===== src/rtl/core/tlbpt_pkg.sv =====
// package for the page table translator: field widths, default sizes,
// sequencer states. no dependencies.
`timescale 1ns / 1ps
`default_nettype none

package tlbpt_pkg;

  // fixed field widths
  localparam int VA_W  = 16;
  localparam int CNT_W = 32;

  // default sizes for the top-level parameters
  localparam int TLB_ENTRIES_DEF  = 16;
  localparam int PAGE_ENTRIES_DEF = 256;
  localparam int OFFSET_BITS_DEF  = 8;

  // sequencer states
  typedef enum logic [2:0] {
    ST_CLEAR,
    ST_IDLE,
    ST_MOD1,
    ST_MOD2,
    ST_READ,
    ST_EVAL
  } state_t;

endpackage

`default_nettype wire


===== src/rtl/core/tlbpt_cmod.sv =====
// remainder of a narrow unsigned value by a constant divisor, two stages.
// reciprocal multiply, then back-multiply, then one subtract correction.
`timescale 1ns / 1ps
`default_nettype none

module tlbpt_cmod #(
  parameter int X_W     = 8,
  parameter int DIVISOR = 16,
  parameter int R_W     = 4
) (
  input  wire logic           clk,
  input  wire logic [X_W-1:0] x,
  output logic      [R_W-1:0] rem
);

  localparam int RECIP   = (2 ** X_W) / DIVISOR;
  localparam int RECIP_W = X_W + 1;
  localparam int DIV_W   = $clog2(DIVISOR + 1);
  localparam int P1_W    = X_W + RECIP_W;
  localparam int P2_W    = X_W + DIV_W;

  logic [X_W-1:0]  x1;
  logic [X_W-1:0]  q1;
  logic [X_W-1:0]  x2;
  logic [X_W-1:0]  p2;
  logic [P1_W-1:0] prod1;
  logic [P2_W-1:0] prod2;
  logic [P2_W-1:0] diff;
  logic [P2_W-1:0] fixed;

  // quotient estimate, exact or one short since x stays below 2**X_W
  assign prod1 = P1_W'(x) * P1_W'(RECIP);

  always_ff @(posedge clk) begin
    x1 <= x;
    q1 <= X_W'(prod1 >> X_W);
  end

  // back-multiply, never exceeds x
  assign prod2 = P2_W'(q1) * P2_W'(DIVISOR);

  always_ff @(posedge clk) begin
    x2 <= x1;
    p2 <= X_W'(prod2);
  end

  // single correction step, difference lies below twice the divisor
  always_comb begin
    diff  = P2_W'(x2) - P2_W'(p2);
    fixed = (diff >= P2_W'(DIVISOR)) ? diff - P2_W'(DIVISOR) : diff;
    rem   = R_W'(fixed);
  end

endmodule

`default_nettype wire


===== src/rtl/core/tlb_page_table_translator.sv =====
// direct-mapped tlb with demand-paging translation, top level.
// a word taken in idle passes states mod1, mod2, read and eval; its result is
// registered when eval fires, held off while the last result stalls. a new word
// is taken only back in idle. the two-stage remainder unit runs ahead of the
// synchronous tlb and page table reads. reset: a clearing pass sweeps the page
// table valid flags, holding req_ready low. depends on tlbpt_pkg, tlbpt_cmod.
`timescale 1ns / 1ps
`default_nettype none

module tlb_page_table_translator #(
  parameter int TLB_ENTRIES  = tlbpt_pkg::TLB_ENTRIES_DEF,
  parameter int PAGE_ENTRIES = tlbpt_pkg::PAGE_ENTRIES_DEF,
  parameter int OFFSET_BITS  = tlbpt_pkg::OFFSET_BITS_DEF
) (
  input  wire logic                         clk,
  input  wire logic                         rst,
  input  wire logic                         req_valid,
  output logic                              req_ready,
  input  wire logic [tlbpt_pkg::VA_W-1:0]   virtual_address,
  output logic                              resp_valid,
  input  wire logic                         resp_ready,
  output logic      [tlbpt_pkg::VA_W-1:0]   physical_address,
  output logic                              tlb_hit,
  output logic                              page_fault,
  output logic      [tlbpt_pkg::CNT_W-1:0]  access_total,
  output logic      [tlbpt_pkg::CNT_W-1:0]  fault_total,
  output logic      [tlbpt_pkg::CNT_W-1:0]  hit_total
);

  localparam int VA_W    = tlbpt_pkg::VA_W;
  localparam int CNT_W   = tlbpt_pkg::CNT_W;
  localparam int PAGE_W  = (OFFSET_BITS < VA_W) ? VA_W - OFFSET_BITS : 1;
  localparam int SLOT_W  = (TLB_ENTRIES > 1) ? $clog2(TLB_ENTRIES) : 1;
  localparam int ROW_W   = $clog2(PAGE_ENTRIES);
  localparam int FRAME_W = $clog2(PAGE_ENTRIES + 1);

  typedef struct packed {
    logic [PAGE_W-1:0]  tag;
    logic [FRAME_W-1:0] frame;
  } tlb_entry_t;

  typedef struct packed {
    logic               valid;
    logic [FRAME_W-1:0] frame;
  } tbl_entry_t;

  tlbpt_pkg::state_t state, state_next;

  logic [VA_W-1:0]        va;
  logic [PAGE_W-1:0]      page;
  logic [OFFSET_BITS-1:0] offset;
  logic [SLOT_W-1:0]      slot_calc;
  logic [ROW_W-1:0]       row_calc;
  logic [SLOT_W-1:0]      slot_q;
  logic [ROW_W-1:0]       row_q;
  logic [ROW_W-1:0]       clr_idx;
  logic [TLB_ENTRIES-1:0] tlb_valid;
  logic [FRAME_W-1:0]     next_free;

  tlb_entry_t tlb_mem [TLB_ENTRIES];
  tbl_entry_t tbl_mem [PAGE_ENTRIES];
  tlb_entry_t tlb_rd;
  tbl_entry_t tbl_rd;

  logic               eval_fire;
  logic               hit;
  logic               fault;
  logic [FRAME_W-1:0] frame;
  logic [31:0]        pa_wide;
  logic               tbl_we;
  logic [ROW_W-1:0]   tbl_waddr;
  tbl_entry_t         tbl_wdata;

  // page and offset of the held word
  assign page   = PAGE_W'(va >> OFFSET_BITS);
  assign offset = va[OFFSET_BITS-1:0];

  // tlb slot and table row from the page number
  tlbpt_cmod #(
    .X_W     (PAGE_W),
    .DIVISOR (TLB_ENTRIES),
    .R_W     (SLOT_W)
  ) u_slot_mod (
    .clk (clk),
    .x   (page),
    .rem (slot_calc)
  );

  tlbpt_cmod #(
    .X_W     (PAGE_W),
    .DIVISOR (PAGE_ENTRIES),
    .R_W     (ROW_W)
  ) u_row_mod (
    .clk (clk),
    .x   (page),
    .rem (row_calc)
  );

  // state register
  always_ff @(posedge clk) begin
    if (rst) begin
      state <= tlbpt_pkg::ST_CLEAR;
    end else begin
      state <= state_next;
    end
  end

  // sequencer
  always_comb begin
    state_next = state;
    req_ready  = 1'b0;
    eval_fire  = 1'b0;
    case (state)
      tlbpt_pkg::ST_CLEAR: begin
        if (clr_idx == ROW_W'(PAGE_ENTRIES - 1)) begin
          state_next = tlbpt_pkg::ST_IDLE;
        end
      end
      tlbpt_pkg::ST_IDLE: begin
        req_ready = 1'b1;
        if (req_valid) begin
          state_next = tlbpt_pkg::ST_MOD1;
        end
      end
      tlbpt_pkg::ST_MOD1: state_next = tlbpt_pkg::ST_MOD2;
      tlbpt_pkg::ST_MOD2: state_next = tlbpt_pkg::ST_READ;
      tlbpt_pkg::ST_READ: state_next = tlbpt_pkg::ST_EVAL;
      tlbpt_pkg::ST_EVAL: begin
        if (!resp_valid || resp_ready) begin
          eval_fire  = 1'b1;
          state_next = tlbpt_pkg::ST_IDLE;
        end
      end
      default: state_next = tlbpt_pkg::ST_IDLE;
    endcase
  end

  // input word capture
  always_ff @(posedge clk) begin
    if (req_valid && req_ready) begin
      va <= virtual_address;
    end
  end

  // clearing sweep index
  always_ff @(posedge clk) begin
    if (rst) begin
      clr_idx <= '0;
    end else if (state == tlbpt_pkg::ST_CLEAR) begin
      clr_idx <= clr_idx + ROW_W'(1);
    end
  end

  // lookup: tag match, then page table, then fresh frame
  always_comb begin
    hit     = tlb_valid[slot_q] && (tlb_rd.tag == page);
    fault   = !hit && !tbl_rd.valid;
    frame   = hit ? tlb_rd.frame : (fault ? next_free : tbl_rd.frame);
    pa_wide = (32'(frame) << OFFSET_BITS) | 32'(offset);
  end

  // table write port: clearing sweep or new mapping
  always_comb begin
    if (state == tlbpt_pkg::ST_CLEAR) begin
      tbl_we    = 1'b1;
      tbl_waddr = clr_idx;
      tbl_wdata = '0;
    end else begin
      tbl_we          = eval_fire && fault;
      tbl_waddr       = row_q;
      tbl_wdata.valid = 1'b1;
      tbl_wdata.frame = next_free;
    end
  end

  // page table memory
  always_ff @(posedge clk) begin
    if (tbl_we) begin
      tbl_mem[tbl_waddr] <= tbl_wdata;
    end
    if (state == tlbpt_pkg::ST_READ) begin
      tbl_rd <= tbl_mem[row_calc];
    end
  end

  // tlb tag and frame memory
  always_ff @(posedge clk) begin
    if (eval_fire && !hit) begin
      tlb_mem[slot_q] <= '{tag: page, frame: frame};
    end
    if (state == tlbpt_pkg::ST_READ) begin
      tlb_rd <= tlb_mem[slot_calc];
    end
  end

  // addresses kept for write-back
  always_ff @(posedge clk) begin
    if (state == tlbpt_pkg::ST_READ) begin
      slot_q <= slot_calc;
      row_q  <= row_calc;
    end
  end

  // tlb valid flags
  always_ff @(posedge clk) begin
    if (rst) begin
      tlb_valid <= '0;
    end else if (eval_fire && !hit) begin
      tlb_valid[slot_q] <= 1'b1;
    end
  end

  // frame allocator, saturating at the table size
  always_ff @(posedge clk) begin
    if (rst) begin
      next_free <= '0;
    end else if (eval_fire && fault && (next_free != FRAME_W'(PAGE_ENTRIES))) begin
      next_free <= next_free + FRAME_W'(1);
    end
  end

  // running counters, shown directly as result fields
  always_ff @(posedge clk) begin
    if (rst) begin
      access_total <= '0;
      fault_total  <= '0;
      hit_total    <= '0;
    end else if (eval_fire) begin
      access_total <= access_total + CNT_W'(1);
      fault_total  <= fault_total + CNT_W'(fault);
      hit_total    <= hit_total + CNT_W'(hit);
    end
  end

  // result word register
  always_ff @(posedge clk) begin
    if (rst) begin
      resp_valid <= 1'b0;
    end else if (eval_fire) begin
      resp_valid <= 1'b1;
    end else if (resp_ready) begin
      resp_valid <= 1'b0;
    end
  end

  always_ff @(posedge clk) begin
    if (eval_fire) begin
      physical_address <= pa_wide[VA_W-1:0];
      tlb_hit          <= hit;
      page_fault       <= fault;
    end
  end

endmodule

`default_nettype wire


===== config.mk =====
export PLATFORM = sky130hd
export DESIGN_NAME = tlb_page_table_translator
export DESIGN_NICKNAME = d
export VERILOG_FILES = /design/src/rtl/core/tlbpt_pkg.sv /design/src/rtl/core/tlbpt_cmod.sv /design/src/rtl/core/tlb_page_table_translator.sv
export SDC_FILE = /design/constraint.sdc
export NUM_CORES = 2
export LEC_CHECK = 0
export BUFFER_PORTS_ARGS = -buffer_cell sky130_fd_sc_hd__buf_2
export CELL_PAD_IN_SITES_DETAIL_PLACEMENT = 0
export CELL_PAD_IN_SITES_GLOBAL_PLACEMENT = 2
export CORE_UTILIZATION = 35
export CTS_BUF_LIST = sky130_fd_sc_hd__clkbuf_2 sky130_fd_sc_hd__clkbuf_4 sky130_fd_sc_hd__clkbuf_8
export DETAILED_ROUTE_END_ITERATION = 8
export PLACE_DENSITY_LB_ADDON = 0.1
export SKIP_CTS_REPAIR_TIMING = 1
export SYNTH_ARGS = -nofsm -noshare
export SYNTH_HDL_FRONTEND = slang
export SYNTH_SLANG_ARGS = --single-unit

===== constraint.sdc =====
create_clock -name clk -period 26.4 [get_ports clk]
set_input_delay 2.64 -clock clk [delete_from_list [all_inputs] [get_ports clk]]
set_output_delay 2.64 -clock clk [all_outputs]
set_load 0.1 [all_outputs]

* After elaboration in Yosys (flattened, before gate mapping)
Memory sizes are Yosys's and may differ from the RTL's. A register that Yosys moved wholly into a read port is not among the register bits.
Cells that the tools add are included.
** Storage, ports and cells
- Memories :: 2
- Bits in writable memories :: 2832
- Flip-flop bits (word level) :: 203
- Output and inout bits :: 116
** Memory list
- tbl_mem :: depth 256, width 10, read ports 1, clocked after memory_dff 1, wr ports 1, line tlb_page_table_translator.sv:61 : tbl_entry_t tbl_mem [PAGE_ENTRIES];
- tlb_mem :: depth 16, width 17, read ports 1, clocked after memory_dff 1, wr ports 1, line tlb_page_table_translator.sv:60 : tlb_entry_t tlb_mem [TLB_ENTRIES];
** Cells by class
- Reductions and logical operators :: 14
- Order comparisons :: 4
- Add/subtract/negate cells :: 8
- Bitwise logic cells :: 2
- Mux-type cells :: 24
- Eq/ne operators :: 11
** Operator list (count)
- adder 32 x 1 -> 32 bit :: 2
- adder 32 x 1 -> 32 bit, second input constant :: 1
- 2-to-1 mux 9 bit :: 2
- case mux 3 bit (6 select lines) :: 1
- 2-to-1 mux 8 bit :: 2
- bitwise OR 16 bit :: 1
- bitwise OR 16 x 8 -> 16 bit :: 1
- greater-or-equal comparator 13 x 5 -> 1 bit, second input constant :: 1
- 2-to-1 mux 1 bit :: 12
- 2-to-1 mux 10 bit :: 1
- adder 9 x 1 -> 9 bit, second input constant :: 1
- greater-or-equal comparator 8 x 9 -> 1 bit, second input constant :: 1
- 2-to-1 mux 3 bit :: 3
- inequality test 9 bit, second input constant :: 1
- subtractor 8 x 8 -> 9 bit :: 1
- adder 8 x 1 -> 8 bit, second input constant :: 1
- == test 8 bit :: 1
- == test 8 bit, second input constant :: 1
- subtractor 8 x 1 -> 8 bit, second input constant :: 1
- logical AND 1 bit :: 7
- == test 3 x 2 -> 1 bit, second input constant :: 2
- == test 3 bit, second input constant :: 2
- inequality test 2 bit, second input constant :: 3
- < comparator 4 x 5 -> 1 bit, second input constant :: 1
- other kinds (11) :: 13

* Longest topological paths before layout
- Word-level depth :: 9
- Depth in mapped cells :: 18

* By module
A second synthesis with hierarchy kept.
** Unflattened totals
- Cells, all modules :: 5348
- Area total of the unflattened synthesis :: 106872.5 µm²
** Modules (own cells, without submodules)
- tlb_page_table_translator :: instances 1, seq. area each 81668.3 µm², area an instance 106392.0 µm², cells each 5324
- tlbpt_cmod at u_row_mod :: instances 1, seq. area each 320.3 µm², area an instance 320.3 µm², cells each 16
- tlbpt_cmod at u_slot_mod :: instances 1, seq. area each 160.2 µm², area an instance 160.2 µm², cells each 8

* Worst setup path after synthesis
No wires, ideal clock.
- Kind :: flip-flop to flip-flop
- Start point :: register state[0]
- End point :: memory tbl_mem[0][6] (netlist name), data pin
- Required time :: 25537 ps
- Data arrival time :: 8266 ps
- Library setup time :: 863 ps
- Period minus slack after synthesis :: 9130 ps
- Buffers on the path :: 2
- Slack :: 17270 ps
- Stages on the path, launching flop included :: 6
- Path through :: dfxtp_1 > buf_4 > nor3_2 > clkinv_1 > clkbuf_1 > and2_1
** RTL lines
- from (decl) :: line tlb_page_table_translator.sv:47 : tlbpt_pkg::state_t state, state_next;
- from (signal assigned) :: line tlb_page_table_translator.sv:102 : state <= tlbpt_pkg::ST_CLEAR;
- from (signal assigned) :: line tlb_page_table_translator.sv:104 : state <= state_next;
- to (decl) :: line tlb_page_table_translator.sv:61

* Worst setup path after layout
- Start point :: register u_row_mod.x2[1]
- End point :: register tbl_rd[7] (netlist name)
** Between the ends
- Cells in the longest elaborated chain, start to end :: 2
** RTL lines
- from (decl) :: line tlbpt_cmod.sv:24 : logic [X_W-1:0] x2;
- from (signal assigned) :: line tlbpt_cmod.sv:43 : x2 <= x1;
- subtractor 8 x 1 -> 8 bit or greater-or-equal comparator 8 x 9 -> 1 bit (tied branches) :: line tlbpt_cmod.sv:50 : fixed = (diff >= P2_W'(DIVISOR)) ? diff - P2_W'(DIVISOR) : diff;
- 2-to-1 mux 8 bit (*) :: line tlbpt_cmod.sv:50
Every way passes the cells marked *; elsewhere a longest branch is shown, timed or not.
A chain may end at the register's enable or synchronous reset.

==> reports/metrics.yaml <==
status:
  outcome: "completed"
global_routing:
  grt_start_max_net_pins: 147
  globalRoute.totalOverflow: 0
  use_met2_pct: 31.0
  grt_util_all_layers_pct: 19.6
  grt_pass1_vias: 54900
  busiest_layer: "met2"
  use_met1_pct: 28.2
  grt_pass1_wl_um: 431000
  grt_use_met3_pct: 3.61
  antenna_found_initial: 14
layout:
  fin_area_um2: 123000
  syn_to_final_growth_pct: 14.4
  drive_gt1_share_pct: 29.0
  fin_util_pct: 40.4
  final_nets: 5710
logic_synthesis:
  ys_warn_count: 0
  ys_seq_area_share_pct: 76.3
  ys_ff_latch: 2776
  async_flop_share_pct: 0
  syn_area_per_cell_um2: 20.5
  synth_edf_count: 2627
  synth_cell_types: 63
  syn-instance-count: 5229
  synth_area_um2: 107000
  syn_nets: 5257
  synth_flop_cell: "edfxtp_1"
timing:
  hold_viol: 0
  fin_setup_tns_ps: 0
  fin_crit_sh_pct: 23.5
  max_freq_mhz: 161
  timing.hold.ws_ps: 323
  setup_violations: 0
  slew_headroom_pct: 6.46
  rsz0062_at_grt: "false"
  fin_skew_ps: 60.4
  finalCriticalPeriod_ps: 6200
  drv_slew: 0
  worst_pin_slew_ps: 1400
run:
  drv_cap: 0
cts:
  cts_tree: "yes"
  insertion_delay_ps: 1100
  htreeDepth: 5
  clockBufferDepth: 4
  path_clk_slew_ps: 60
  cts_sinks: 2776
  clockRootBuffer: "clkbuf_8"
  numCtsBuffers: 476
drt:
  wl_per_cell_um: 30.1
  drt-total-wl_um: 306000
  dr_total_vias: 53200
  ant_nets: 0
  viasPerCell: 5.23
  drt-initial-drc-count: 4705
  first_pass_iters: 6
  route.detailed.drc: 0
worst_setup_path:
  cp-start-kind: "flip-flop"
  cpPeakStageDelay_ps: 790
  cp_data_required_time_ps: 27200
  worstPathMaxFanout: 50
  slowest_stage: "dfxtp_4"
  crit_family: "buffers and inverters"
  crit_arrival_ps: 7000
  cp_common_cell: "buf_4"
  end_kind: "flip-flop"
  crit_chain: "buf_4 > buf_4 > buf_4 > mux2i_1 > a221oi_1 > a211o_1 > or4_1 > o22ai_1 > nor4_1"
  path_buf_inv: 3
  setup.worst_path.class: "reg -> reg"
die:
  die-width_um: 556
  rows: 202
  chipHeight_um: 556
  ios: 136
  core_area_um2: 304000
  dieArea_um2: 309000
  start_util_pct: 35.3
power:
  power.leakage_uw: 0.0433
  power_density_nw_per_um2: 71.5
  power_uw: 8780
  peakVddDrop_mv: 0.0382
worst_hold_path:
  min_path_type: "reg -> reg"
placed_design:
  placed_cell_area_um2: 113000
  portBuffers: 135
  place_congestion: 0.775
  dpl.hpwl_um: 181000
[metrics by stage]
step	cells	setup WS, ps
final	10200	20200
after global routing	10200	19830
after CTS	10200	19950
after detailed placement	9284	20000
after global placement	9282	19880
after floorplan	5229	17270
[where the power goes]
| part | switching, uW | total, uW | leakage [uW] | internal [uW] |
|---|---|---|---|---|
| Combinational | 44.9 | 52.1 | 0.00871 | 7.17 |
| Clock | 1800 | 3980 | 0.00511 | 2170 |
| Sequential | 1.94 | 4750 | 0.0295 | 4750 |
| Total | 1850 | 8780 | 0.0433 | 6930 |
[Yosys cell counts (41+ instances only)]
master    count  area share, %
buf_4        49           0.34
o221ai_1     54           0.44
mux4_2      680             14
xnor2_1      41           0.33
a211oi_1     44           0.31
nand3_1      47           0.22
xor2_1       57           0.47
mux2i_1     164            1.5
clkbuf_1    120           0.42
nor2_1      452            1.6
edfxtp_1   2627             73
dfxtp_1     149            2.8
nand2_1     173           0.60
o22ai_1      43           0.25
a21oi_1      78           0.36
buf_2        70           0.33
[per-layer routing]
| layer | up-vias | part of all wire [%] | wire length [um] |
|---|---|---|---|
| met5 | - | 0.0042 | 13 |
| met4 | 2 | 2.1 | 6450 |
| met3 | 386 | 5.5 | 16900 |
| met2 | 1607 | 47 | 143000 |
| met1 | 28600 | 46 | 139000 |
| li1 | 22500 | - | - |
[cells by family (layout without fill, tap and decap cells)]
group / count (synthesis) / count (layout) / synth area share, %
flip-flops: 2776 / 2776 / 76.3
buffers and inverters: 300 / 1149 / 1.34
other: 0 / 8 / 0
multiplexers: 844 / 844 / 15.8
adder cells (fa/ha/maj): 8 / 8 / 0.0932
XOR/XNOR: 98 / 98 / 0.800
AND/OR/NAND/NOR: 881 / 881 / 3.67
AO/OA/AOI/OAI: 322 / 322 / 2.04
[cell usage in the layout, fill, tap and decap left out, drive strengths merged, types with 5 or more instances in the layout]
cell type,synthesis,final
a211oi,44,44
a21oi,78,78
a221oi,6,6
a22oi,30,30
a31oi,16,16
and2,12,12
and3,39,39
and4,6,6
buf,161,256
bufinv,0,23
clkbuf,120,644
clkinv,1,187
clkinvlp,0,8
dfxtp,149,149
diode,0,8
edfxtp,2627,2627
ha,8,8
inv,18,31
mux2i,164,164
mux4,680,680
nand2,174,174
nand2b,10,10
nand3,48,48
nand4,19,19
nor2,453,453
nor2b,28,28
nor3,36,36
nor3b,6,6
nor4,10,10
o21ai,30,30
o21ba,5,5
o221ai,54,54
o22ai,43,43
or3,22,22
or4,5,5
xnor2,41,41
xor2,57,57
[final timing paths]
kind                    start  slack, ps         endpoint  cells after the start
max           u_row_mod.x2[1]      20200        tbl_rd[7]                      9
min          u_slot_mod.x1[2]        320  u_row_mod.x2[2]                      0
max reg2reg   u_row_mod.x2[1]      20200        tbl_rd[7]                      9
min reg2reg  u_slot_mod.x1[2]        320  u_row_mod.x2[2]                      0
[registers in the layout, indices dropped and copies added, names as in the netlist, 16 cells and up]
signal and count:
tbl_mem 2304, access_total 32, physical_address 16, fault_total 32, hit_total 32, tlb_mem 256, tlb_valid 16, tlb_rd 16
va 16
[final cells by class]
type | count | area (um^2)
repair buffers | 256 | 1720
fillers | 27100 | 181000
diodes | 8 | 20.0
well taps | 4080 | 5100
clock buffers | 644 | 7910
clock inverters | 230 | 1770
flip-flops and latches | 2776 | 81900
multi-input cells | 2153 | 24300
inverters | 19 | 88.8
No activity file was read; power rests on OpenSTA's default activity.
